File: src/sv/mpq_pkg.sv
`timescale 1ns / 1ps
`default_nettype none
// ----------------------------------------------------------------------------
// mpq_pkg
// Types and codes shared by the priority queue, its cells and its channels.
// ----------------------------------------------------------------------------
package mpq_pkg;

	localparam int KEY_W    = 16;
	localparam int TAG_W    = 16;
	localparam int STATUS_W = 2;
	localparam int OCC_W    = 4;

	typedef enum logic {
		CMD_PUSH = 1'b0,
		CMD_POP  = 1'b1
	} cmd_e;

	localparam logic [STATUS_W-1:0] ST_DONE  = 2'd0;
	localparam logic [STATUS_W-1:0] ST_FULL  = 2'd1;
	localparam logic [STATUS_W-1:0] ST_EMPTY = 2'd2;

	typedef struct packed {
		logic [KEY_W-1:0] key;
		logic [TAG_W-1:0] tag;
	} entry_t;

	// Broadcast to every cell in the chain.
	typedef struct packed {
		logic   push;
		logic   pop;
		entry_t new_entry;
	} cell_ctrl_t;

endpackage
`default_nettype wire

File: src/sv/mpq_req_if.sv
`timescale 1ns / 1ps
`default_nettype none
// ----------------------------------------------------------------------------
// mpq_req_if
// Command channel of the priority queue: push or pop, with key and tag.
// ----------------------------------------------------------------------------
interface mpq_req_if;
	logic        valid;
	logic        ready;
	logic        command;
	logic [15:0] key;
	logic [15:0] tag;

	modport source (output valid, output command, output key, output tag, input ready);
	modport sink (input valid, input command, input key, input tag, output ready);
endinterface
`default_nettype wire

File: src/sv/mpq_rsp_if.sv
`timescale 1ns / 1ps
`default_nettype none
// ----------------------------------------------------------------------------
// mpq_rsp_if
// Result channel of the priority queue: status, removed entry and fill level.
// ----------------------------------------------------------------------------
interface mpq_rsp_if;
	logic        valid;
	logic        ready;
	logic [1:0]  status;
	logic [15:0] removed_key;
	logic [15:0] removed_tag;
	logic [3:0]  occupancy;
	logic        is_empty;
	logic        is_full;

	modport source (output valid, output status, output removed_key, output removed_tag,
		output occupancy, output is_empty, output is_full, input ready);
	modport sink (input valid, input status, input removed_key, input removed_tag,
		input occupancy, input is_empty, input is_full, output ready);
endinterface
`default_nettype wire

File: src/sv/mpq_cell.sv
`timescale 1ns / 1ps
`default_nettype none
// ----------------------------------------------------------------------------
// mpq_cell
// One slot of the sorted chain. Holds an entry; on a push it either keeps it,
// takes the new entry or takes its left neighbour's; on a pop it takes its
// right neighbour's.
// ----------------------------------------------------------------------------
module mpq_cell #(
	parameter int INDEX = 0,
	parameter int CW    = 4
) (
	input  wire                      clk,
	input  wire mpq_pkg::cell_ctrl_t ctrl,
	input  wire  [CW-1:0]            count,
	input  wire mpq_pkg::entry_t     left_entry,
	input  wire                      left_ins,
	input  wire mpq_pkg::entry_t     right_entry,
	output mpq_pkg::entry_t          entry,
	output logic                     ins
);
	import mpq_pkg::*;

	localparam logic [CW-1:0] INDEX_C = CW'(INDEX);

	entry_t entry_q;

	// Entries are held in descending key order, so the insert flag is low up
	// to the new entry's place and high from there on. Equal keys stay ahead
	// of the newcomer, which keeps earlier pushes first among ties.
	always_comb begin
		ins = (INDEX_C >= count) || (entry_q.key < ctrl.new_entry.key);
	end

	always_ff @(posedge clk) begin
		if (ctrl.push && ins) begin
			entry_q <= left_ins ? left_entry : ctrl.new_entry;
		end else if (ctrl.pop) begin
			entry_q <= right_entry;
		end
	end

	assign entry = entry_q;

endmodule
`default_nettype wire

File: src/sv/max_priority_queue.sv
`timescale 1ns / 1ps
`default_nettype none
// ----------------------------------------------------------------------------
// max_priority_queue
// Bounded max-priority queue built as a chain of sorted cells.
// ----------------------------------------------------------------------------
// Usage:
//   req carries one command word: push (key, tag) or pop. rsp returns one word
//   per command: status, the removed entry on a successful pop (zero
//   otherwise), and the occupancy with empty and full flags after the command.
//   Each command is handled in the cycle it is accepted and its result word
//   sits in the output register from the next cycle: throughput one word per
//   cycle for any mix of pushes and pops unless the receiver stalls. The
//   cells keep the entries sorted by key, largest at the head, so a push
//   is one parallel compare along the chain and a pop takes the head.
//   Among equal keys the earliest pushed entry leaves first.
//   A push into a full queue or a pop from an empty one leaves the contents
//   alone and reports a reject status.
//   Reset empties the queue and drops any pending result word. When the
//   receiver stalls, the result word is held and req.ready stays low until
//   it is taken; a new word is accepted in the cycle the old one leaves.
// ----------------------------------------------------------------------------
module max_priority_queue #(
	parameter int CAPACITY = 8
) (
	input  wire   clk,
	input  wire   arst_n,
	mpq_req_if.sink   req,
	mpq_rsp_if.source rsp
);
	import mpq_pkg::*;

	localparam int CW = $clog2(CAPACITY + 1);
	localparam logic [CW-1:0] CAP_C = CW'(CAPACITY);

	logic              accept;
	logic              is_pop;
	logic              full;
	logic              empty;
	logic [CW-1:0]     count_q;
	logic [CW-1:0]     count_d;
	cell_ctrl_t        ctrl;
	entry_t            cell_entry [CAPACITY];
	logic              cell_ins   [CAPACITY];

	logic              rsp_valid_q;
	logic [STATUS_W-1:0] status_q;
	logic [KEY_W-1:0]  removed_key_q;
	logic [TAG_W-1:0]  removed_tag_q;
	logic [CW-1:0]     occ_q;

	assign req.ready = !rsp_valid_q || rsp.ready;
	assign accept    = req.valid && req.ready;
	assign is_pop    = (req.command == CMD_POP);
	assign full      = (count_q == CAP_C);
	assign empty     = (count_q == '0);

	always_comb begin
		ctrl.push              = accept && !is_pop && !full;
		ctrl.pop               = accept && is_pop && !empty;
		ctrl.new_entry.key     = req.key;
		ctrl.new_entry.tag     = req.tag;
	end

	always_comb begin
		count_d = count_q;
		if (ctrl.push) begin
			count_d = count_q + CW'(1);
		end else if (ctrl.pop) begin
			count_d = count_q - CW'(1);
		end
	end

	genvar g;
	generate
		for (g = 0; g < CAPACITY; g++) begin : g_cell
			entry_t left_entry;
			logic   left_ins;
			entry_t right_entry;

			if (g == 0) begin : g_head
				assign left_entry = '0;
				assign left_ins   = 1'b0;
			end else begin : g_body
				assign left_entry = cell_entry[g-1];
				assign left_ins   = cell_ins[g-1];
			end

			if (g == CAPACITY - 1) begin : g_tail
				assign right_entry = '0;
			end else begin : g_inner
				assign right_entry = cell_entry[g+1];
			end

			mpq_cell #(
				.INDEX (g),
				.CW    (CW)
			) u_cell (
				.clk         (clk),
				.ctrl        (ctrl),
				.count       (count_q),
				.left_entry  (left_entry),
				.left_ins    (left_ins),
				.right_entry (right_entry),
				.entry       (cell_entry[g]),
				.ins         (cell_ins[g])
			);
		end
	endgenerate

	always_ff @(posedge clk or negedge arst_n) begin
		if (!arst_n) begin
			count_q     <= '0;
			rsp_valid_q <= 1'b0;
		end else begin
			count_q <= count_d;
			if (accept) begin
				rsp_valid_q <= 1'b1;
			end else if (rsp.ready) begin
				rsp_valid_q <= 1'b0;
			end
		end
	end

	always_ff @(posedge clk) begin
		if (accept) begin
			occ_q <= count_d;
			if (is_pop) begin
				status_q      <= empty ? ST_EMPTY : ST_DONE;
				removed_key_q <= empty ? '0 : cell_entry[0].key;
				removed_tag_q <= empty ? '0 : cell_entry[0].tag;
			end else begin
				status_q      <= full ? ST_FULL : ST_DONE;
				removed_key_q <= '0;
				removed_tag_q <= '0;
			end
		end
	end

	assign rsp.valid       = rsp_valid_q;
	assign rsp.status      = status_q;
	assign rsp.removed_key = removed_key_q;
	assign rsp.removed_tag = removed_tag_q;
	assign rsp.occupancy   = OCC_W'(occ_q);
	assign rsp.is_empty    = (occ_q == '0);
	assign rsp.is_full     = (occ_q == CAP_C);

endmodule
`default_nettype wire
File: src/flat_wrapper.sv
// flat-port wrapper written by rule: the top's interface ports become plain ports
module max_priority_queue_flat import mpq_pkg::*;
#(
	parameter int CAPACITY = 8
)
  (clk, arst_n, req_valid, req_command, req_key, req_tag, req_ready, rsp_valid, rsp_status, rsp_removed_key, rsp_removed_tag, rsp_occupancy, rsp_is_empty, rsp_is_full, rsp_ready);
  mpq_req_if req_i ();
  mpq_rsp_if rsp_i ();
  input  wire clk;
  input  wire arst_n;
  input wire logic [$bits(req_i.valid)-1:0] req_valid;
  input wire logic [$bits(req_i.command)-1:0] req_command;
  input wire logic [$bits(req_i.key)-1:0] req_key;
  input wire logic [$bits(req_i.tag)-1:0] req_tag;
  output wire logic [$bits(req_i.ready)-1:0] req_ready;
  output wire logic [$bits(rsp_i.valid)-1:0] rsp_valid;
  output wire logic [$bits(rsp_i.status)-1:0] rsp_status;
  output wire logic [$bits(rsp_i.removed_key)-1:0] rsp_removed_key;
  output wire logic [$bits(rsp_i.removed_tag)-1:0] rsp_removed_tag;
  output wire logic [$bits(rsp_i.occupancy)-1:0] rsp_occupancy;
  output wire logic [$bits(rsp_i.is_empty)-1:0] rsp_is_empty;
  output wire logic [$bits(rsp_i.is_full)-1:0] rsp_is_full;
  input wire logic [$bits(rsp_i.ready)-1:0] rsp_ready;
  assign req_i.valid = req_valid;
  assign req_i.command = req_command;
  assign req_i.key = req_key;
  assign req_i.tag = req_tag;
  assign req_ready = req_i.ready;
  assign rsp_valid = rsp_i.valid;
  assign rsp_status = rsp_i.status;
  assign rsp_removed_key = rsp_i.removed_key;
  assign rsp_removed_tag = rsp_i.removed_tag;
  assign rsp_occupancy = rsp_i.occupancy;
  assign rsp_is_empty = rsp_i.is_empty;
  assign rsp_is_full = rsp_i.is_full;
  assign rsp_i.ready = rsp_ready;
  max_priority_queue #(.CAPACITY(CAPACITY)) u_core (.clk(clk), .arst_n(arst_n), .req(req_i), .rsp(rsp_i));
endmodule
File: config.mk
export PLATFORM = sky130hd
export DESIGN_NAME = max_priority_queue_flat
export DESIGN_NICKNAME = d
export VERILOG_FILES = /design/src/sv/mpq_pkg.sv /design/src/sv/mpq_req_if.sv /design/src/sv/mpq_rsp_if.sv /design/src/sv/mpq_cell.sv /design/src/sv/max_priority_queue.sv /design/src/flat_wrapper.sv
export SDC_FILE = /design/constraint.sdc
export NUM_CORES = 1
export LEC_CHECK = 0
export BUFFER_PORTS_ARGS = -buffer_cell sky130_fd_sc_hd__buf_2
export CORE_MARGIN = 10
export CORE_UTILIZATION = 30
export DETAILED_ROUTE_END_ITERATION = 8
export PLACE_DENSITY = 0.49
export SYNTH_ARGS = -nofsm -noshare
export SYNTH_HDL_FRONTEND = slang
export SYNTH_HIERARCHICAL = 1
export SYNTH_SLANG_ARGS = --single-unit
File: constraint.sdc
create_clock -name clk -period 4.9 [get_ports clk]
set_input_delay 0 -clock clk [delete_from_list [all_inputs] [get_ports clk]]
set_output_delay 0 -clock clk [all_outputs]
set_load 0.02 [all_outputs]
# ---- After elaboration in Yosys (flattened, before gate mapping)
# Index checks and enable logic that the tools add are counted.
dict set report word_totals {
  register_bits 299
  in_bits 37
  output_inout_bits 42
  elab_cells 111
}
dict set report classes {
  addsub 2
  order_cmp 16
  n_eq_ne 2
  n_mux 30
  bitwise_logic 1
  reduce_logical 38
}
# operator n
set ops {}
lappend ops {{two-way mux 32 bit} 23}
lappend ops {{less-than comparator 16 bit} 8}
lappend ops {{nonzero test 2 bit} 9}
lappend ops {{>= comparator 3 x 4 -> 1 bit, first input constant} 4}
lappend ops {{logical AND 1 bit} 13}
lappend ops {{logical OR 1 bit} 9}
lappend ops {{== test 4 bit, second input constant} 2}
lappend ops {{>= comparator 1 x 4 -> 1 bit, first input constant} 2}
lappend ops {{>= comparator 2 x 4 -> 1 bit, first input constant} 2}
lappend ops {{logical NOT 4 bit} 2}
lappend ops {{two-way mux 4 bit} 2}
lappend ops {{adder 4 x 1 -> 4 bit, second input constant} 1}
lappend ops {{logical NOT 1 bit} 4}
lappend ops {{two-way mux 2 bit} 2}
lappend ops {{subtractor 4 x 1 -> 4 bit, second input constant} 1}
lappend ops {{two-way mux 1 bit} 3}
lappend ops {{OR reduction 2 bit} 1}
lappend ops {{inverter 1 bit} 1}

# ---- Logic depth before layout (Yosys ltp)
dict set report logic_depth {
  ltp_word 7
  ltp_mapped 14
  ltp_nobuf 12
}

# ---- Modules after synthesis
# Netlist, hierarchy kept.
# mod instances cells_each area_per_inst_um2 seq_area_each_um2
set modules_own_cells {}
lappend modules_own_cells {{mpq_cell (u_core.g_cell[1].u_cell ...)} 2 180 2123.3 960.9}
lappend modules_own_cells {{mpq_cell (u_core.g_cell[4].u_cell)} 1 295 2845.2 960.9}
lappend modules_own_cells {{mpq_cell (u_core.g_cell[6].u_cell)} 1 288 2812.7 960.9}
lappend modules_own_cells {{mpq_cell (u_core.g_cell[7].u_cell)} 1 181 2280.9 960.9}
lappend modules_own_cells {{mpq_cell (u_core.g_cell[2].u_cell)} 1 180 2125.8 960.9}
lappend modules_own_cells {{mpq_cell (u_core.g_cell[0].u_cell)} 1 180 2124.5 960.9}
lappend modules_own_cells {{mpq_cell (u_core.g_cell[3].u_cell)} 1 177 2112.0 960.9}
lappend modules_own_cells {max_priority_queue 1 130 1896.8 1266.2}

# ---- Least setup slack after synthesis
# No wires, ideal clock.
dict set report synth_path {
  path_kind {flip-flop to flip-flop}
  startpoint {register u_core.count_q[1]}
  endpoint {register u_core.g_cell[0].u_cell.entry_q (netlist bit u_core/g_cell[0].u_cell/entry[0]) (enable)}
  setup_time_ns 0.394
  arrival_time_ns 3.117
  required_ns 4.506
  path_slack_ns 1.389
  path_stages_with_launch 11
  path_buffers 1
  period_less_slack_ns 3.511
  cell_sequence {dfrtp_1 inv_1 ha_1 nand3b_1 nand3_1 inv_1 o211ai_1 nor4_1 a22oi_4 buf_6 nand2b_1}
}
# element line_no
set synth_lines {}
lappend synth_lines {{from (decl)} max_priority_queue.sv:40} ;# logic [CW-1:0] count_q;
lappend synth_lines {{from (signal assigned)} max_priority_queue.sv:116} ;# count_q <= count_d;
lappend synth_lines {{to (signal assigned)} mpq_cell.sv:37} ;# entry_q <= left_ins ? left_entry : ctrl.new_entry;
lappend synth_lines {{to (signal assigned)} mpq_cell.sv:39} ;# entry_q <= right_entry;
lappend synth_lines {{to (decl)} mpq_cell.sv:26} ;# entry_t entry_q;

==> impl_metrics.env <==
export IMPL_portion_of_total_power_attributed_to_combinational_logic=0.385
export IMPL_clock_tree_htree_level_count=2
export IMPL_path_cells="inv_1 > ha_1 > nand3b_1 > nand3_1 > clkinv_2 > o211ai_1 > nor4_2 > a32oi_4 > buf_4 > mux2_2"
export IMPL_power_internal_mw=7.15
export IMPL_grt_start_max_net_pins=49
export IMPL_postCtsResizedCells=0
export IMPL_ys_warnings_count=6
export IMPL_fp_coreArea_um2=67300
export IMPL_floorplan_initialDensity=0.304
export IMPL_post_synth_instance_area_um2=20400
export IMPL_worstSetupPathDepth=10
export IMPL_worst_endpoint_arrival_ns=4.16
export IMPL_cts_tree="yes"
export IMPL_fin_nets=2073
export IMPL_clk_path_buf_depth=3
export IMPL_total_leakage_power_nw=9.01
export IMPL_cp_required_ns=5.20
export IMPL_timing_hold_worst_class="in2reg"
export IMPL_post_route_cells_drive_above_1_share=0.216
export IMPL_worst_path_buf_inv=3
export IMPL_routing_layer_with_the_top_usage_in_global_route="met2"
export IMPL_worstMarginPinSlew_ns=1.24
export IMPL_post_drt_wl_per_cell_um=18.3
export IMPL_power_per_cell_area_nw_per_um2=486
export IMPL_ant_cells=0
export IMPL_use_met2=0.198
export IMPL_routed_wl_um=51500
export IMPL_worst_clock_skew_on_the_final_layout_ns=0.0147
export IMPL_end_kind="flop"
export IMPL_setup_ws_ns=1.04
export IMPL_drt_initial_drc_count=780
export IMPL_critical_path_top_delay_family="buffers and inverters"
export IMPL_grtUsageTotal=0.129
export IMPL_sw_pwr_mw=4.04
export IMPL_via_count_of_the_first_global_routing_pass=14000
export IMPL_share_of_the_clock_period_used_by_the_worst_path=0.787
export IMPL_max_stage_delay_ns=0.56
export IMPL_layout_min_cycle_time_ns=3.86
export IMPL_dp_final_hpwl_um=38800
export IMPL_ios=79
export IMPL_fill_cells=6728
export IMPL_antenna_found_initial=1
export IMPL_post_synthesis_cells=1787
export IMPL_tns_ns=0
export IMPL_cts_sink_count=299
export IMPL_holdPathStages=3
export IMPL_path_class="reg2reg"
export IMPL_worst_r2r_setup_slack_ns=1.04
export IMPL_pwr_share_clk=0.234
export IMPL_placement_io_buffers=78
export IMPL_crit_path_launch_type="flop"
export IMPL_rows=95
export IMPL_fp_dieH_um=281
export IMPL_postSynthAreaPerCell_um2=11.4
export IMPL_critPathMaxFanout=32
export IMPL_use_met3=0.0197
export IMPL_gpl_final_weighted_congestion=0.786
export IMPL_r2r_end="u_core/g_cell[7].u_cell/entry[31]$_DFFE_PP_"
export IMPL_cts_inserted_buffers=39
export IMPL_syn2layout_area_growth_pct=12.7
export IMPL_power_switching_share=0.361
export IMPL_max_slew_margin=0.174
export IMPL_slowest_cell_on_the_critical_path="dfrtp_1"
export IMPL_global_route_wire_length_before_repair_um=82100
export IMPL_overflow=0
export IMPL_status="completed"
export IMPL_hold_start="req_tag[3]"
export IMPL_drt_first_pass_iters=5
export IMPL_timing_hold_worst_endpoint="u_core/g_cell[1].u_cell/entry[3]$_DFFE_PP_"
export IMPL_overall_via_count_from_detail_route=13800
export IMPL_max_cap_violations=0
export IMPL_avgViaCountPerCell=4.91
export IMPL_irDropWorstVdd_mv=0.228
export IMPL_grtUsageMet1=0.186
export IMPL_total_setup_violations_reported_at_the_end_of_the_flow=0
export IMPL_place_ws_ns=0.999
export IMPL_cts_root_buf="clkbuf_16"
export IMPL_drtAntennaViolNets=0
export IMPL_die_w_um=281
export IMPL_r2r_start="u_core/count_q[1]$_DFF_PN0_"
export IMPL_worstRegToRegCells=10
export IMPL_clkLatencyLatePin_ns=0.56
export IMPL_seq_power_share=0.381
export IMPL_remaining_drc_errors=0
export IMPL_final_hold_violation_count=0
export IMPL_max_freq_mhz=259
export IMPL_rsz_0062_raised_after_global_routing="no"
export IMPL_dieArea_um2=78900
export IMPL_finalMaxSlewViolations=0
export IMPL_worst_setup_hold_path_clk_slew_ns=0.06
==> worst min-delay path, delay by kind of cell <==
kind	cells	cell delay [ns]
buffers and inverters	1	0.20
muxes	2	0.29
==> power groups by stage <==
stage                     combinational [mW]  sequential [mW]  clock, mW
after floorplan                         3.43             4.11          0
after global placement                  4.22             4.29          0
after detailed placement                4.31             4.31          0
after CTS                               4.34             4.26       2.72
after global routing                    4.81             4.34       2.81
final                                   4.31             4.26       2.61
==> area by class of cell <==
class / count / area, µm² / share of cell area
multi-input combinational: 1280 / 10400 / 0.452
sequential: 299 / 8950 / 0.389
tap: 873 / 1090 / 0.0474
clock buffer: 51 / 1060 / 0.0462
timing repair buffer: 127 / 811 / 0.0352
inverter: 167 / 629 / 0.0273
clock inverter: 15 / 58.8 / 0.00255
==> cell usage in the layout, fill, tap and decap left out, drive strengths merged, types with 33 or more instances in the layout <==
cell	count
a211oi	38
mux2	328
and2	33
conb	66
nand2	217
inv	165
buf	111
clkbuf	51
ha	122
a211o	33
o21ai	149
a21oi	37
edfxtp	294
==> per-stage QoR <==
| stage | utilization | area, µm² | power [mW] | instances | hold WS [ns] |
|---|---|---|---|---|---|
| after floorplan | - | 20700 | 7.54 | 1852 | -0.296 |
| after global placement | 0.323 | 21700 | 8.51 | 2730 | -0.180 |
| after detailed placement | 0.323 | 21700 | 8.61 | 2730 | -0.177 |
| after CTS | 0.342 | 23000 | 11.3 | 2812 | 0.00149 |
| after global routing | 0.342 | 23000 | 12.0 | 2812 | 0.0351 |
| final | 0.342 | 23000 | 11.2 | 2812 | 0.0480 |
==> state kept, by name, summed over array words and instances, names as in the netlist <==
register,cells
u_core/count_q,4
u_core/rsp.occupancy,4
u_core/rsp.removed_key,16
u_core/rsp.removed_tag,16
u_core/rsp.valid,1
u_core/rsp.status,2
u_core/g_cell.u_cell/entry,256
==> worst max path at each step <==
stage | slack [ns] | endpoint | start
6_report | 1.04 | u_core/g_cell[7].u_cell/entry[31]$_DFFE_PP_ | u_core/count_q[1]$_DFF_PN0_
5_1_grt | 0.75 | u_core/g_cell[6].u_cell/entry[11]$_DFFE_PP_ | u_core/count_q[1]$_DFF_PN0_
4_1_cts | 0.97 | u_core/g_cell[6].u_cell/entry[11]$_DFFE_PP_ | u_core/count_q[1]$_DFF_PN0_
3_5_place_dp | 1.0 | u_core/g_cell[6].u_cell/entry[29]$_DFFE_PP_ | u_core/count_q[1]$_DFF_PN0_
3_3_place_gp | 1.05 | u_core/g_cell[6].u_cell/entry[4]$_DFFE_PP_ | u_core/count_q[1]$_DFF_PN0_
2_1_floorplan | 1.39 | u_core/g_cell[0].u_cell/entry[0]$_DFFE_PP_ | u_core/count_q[1]$_DFF_PN0_
==> routing by layer <==
layer | wire length, µm | part of all wire
met2 | 22500 | 0.44
met1 | 26000 | 0.51
met4 | 908 | 0.018
met5 | 13 | 0.00025
met3 | 2040 | 0.040
==> timing repair <==
action	in CTS	in global routing
setup buffers	0	0
hold buffers	16	0
hold endpoints to repair	39	0
Note: power is estimated with default switching activity, not from simulation.
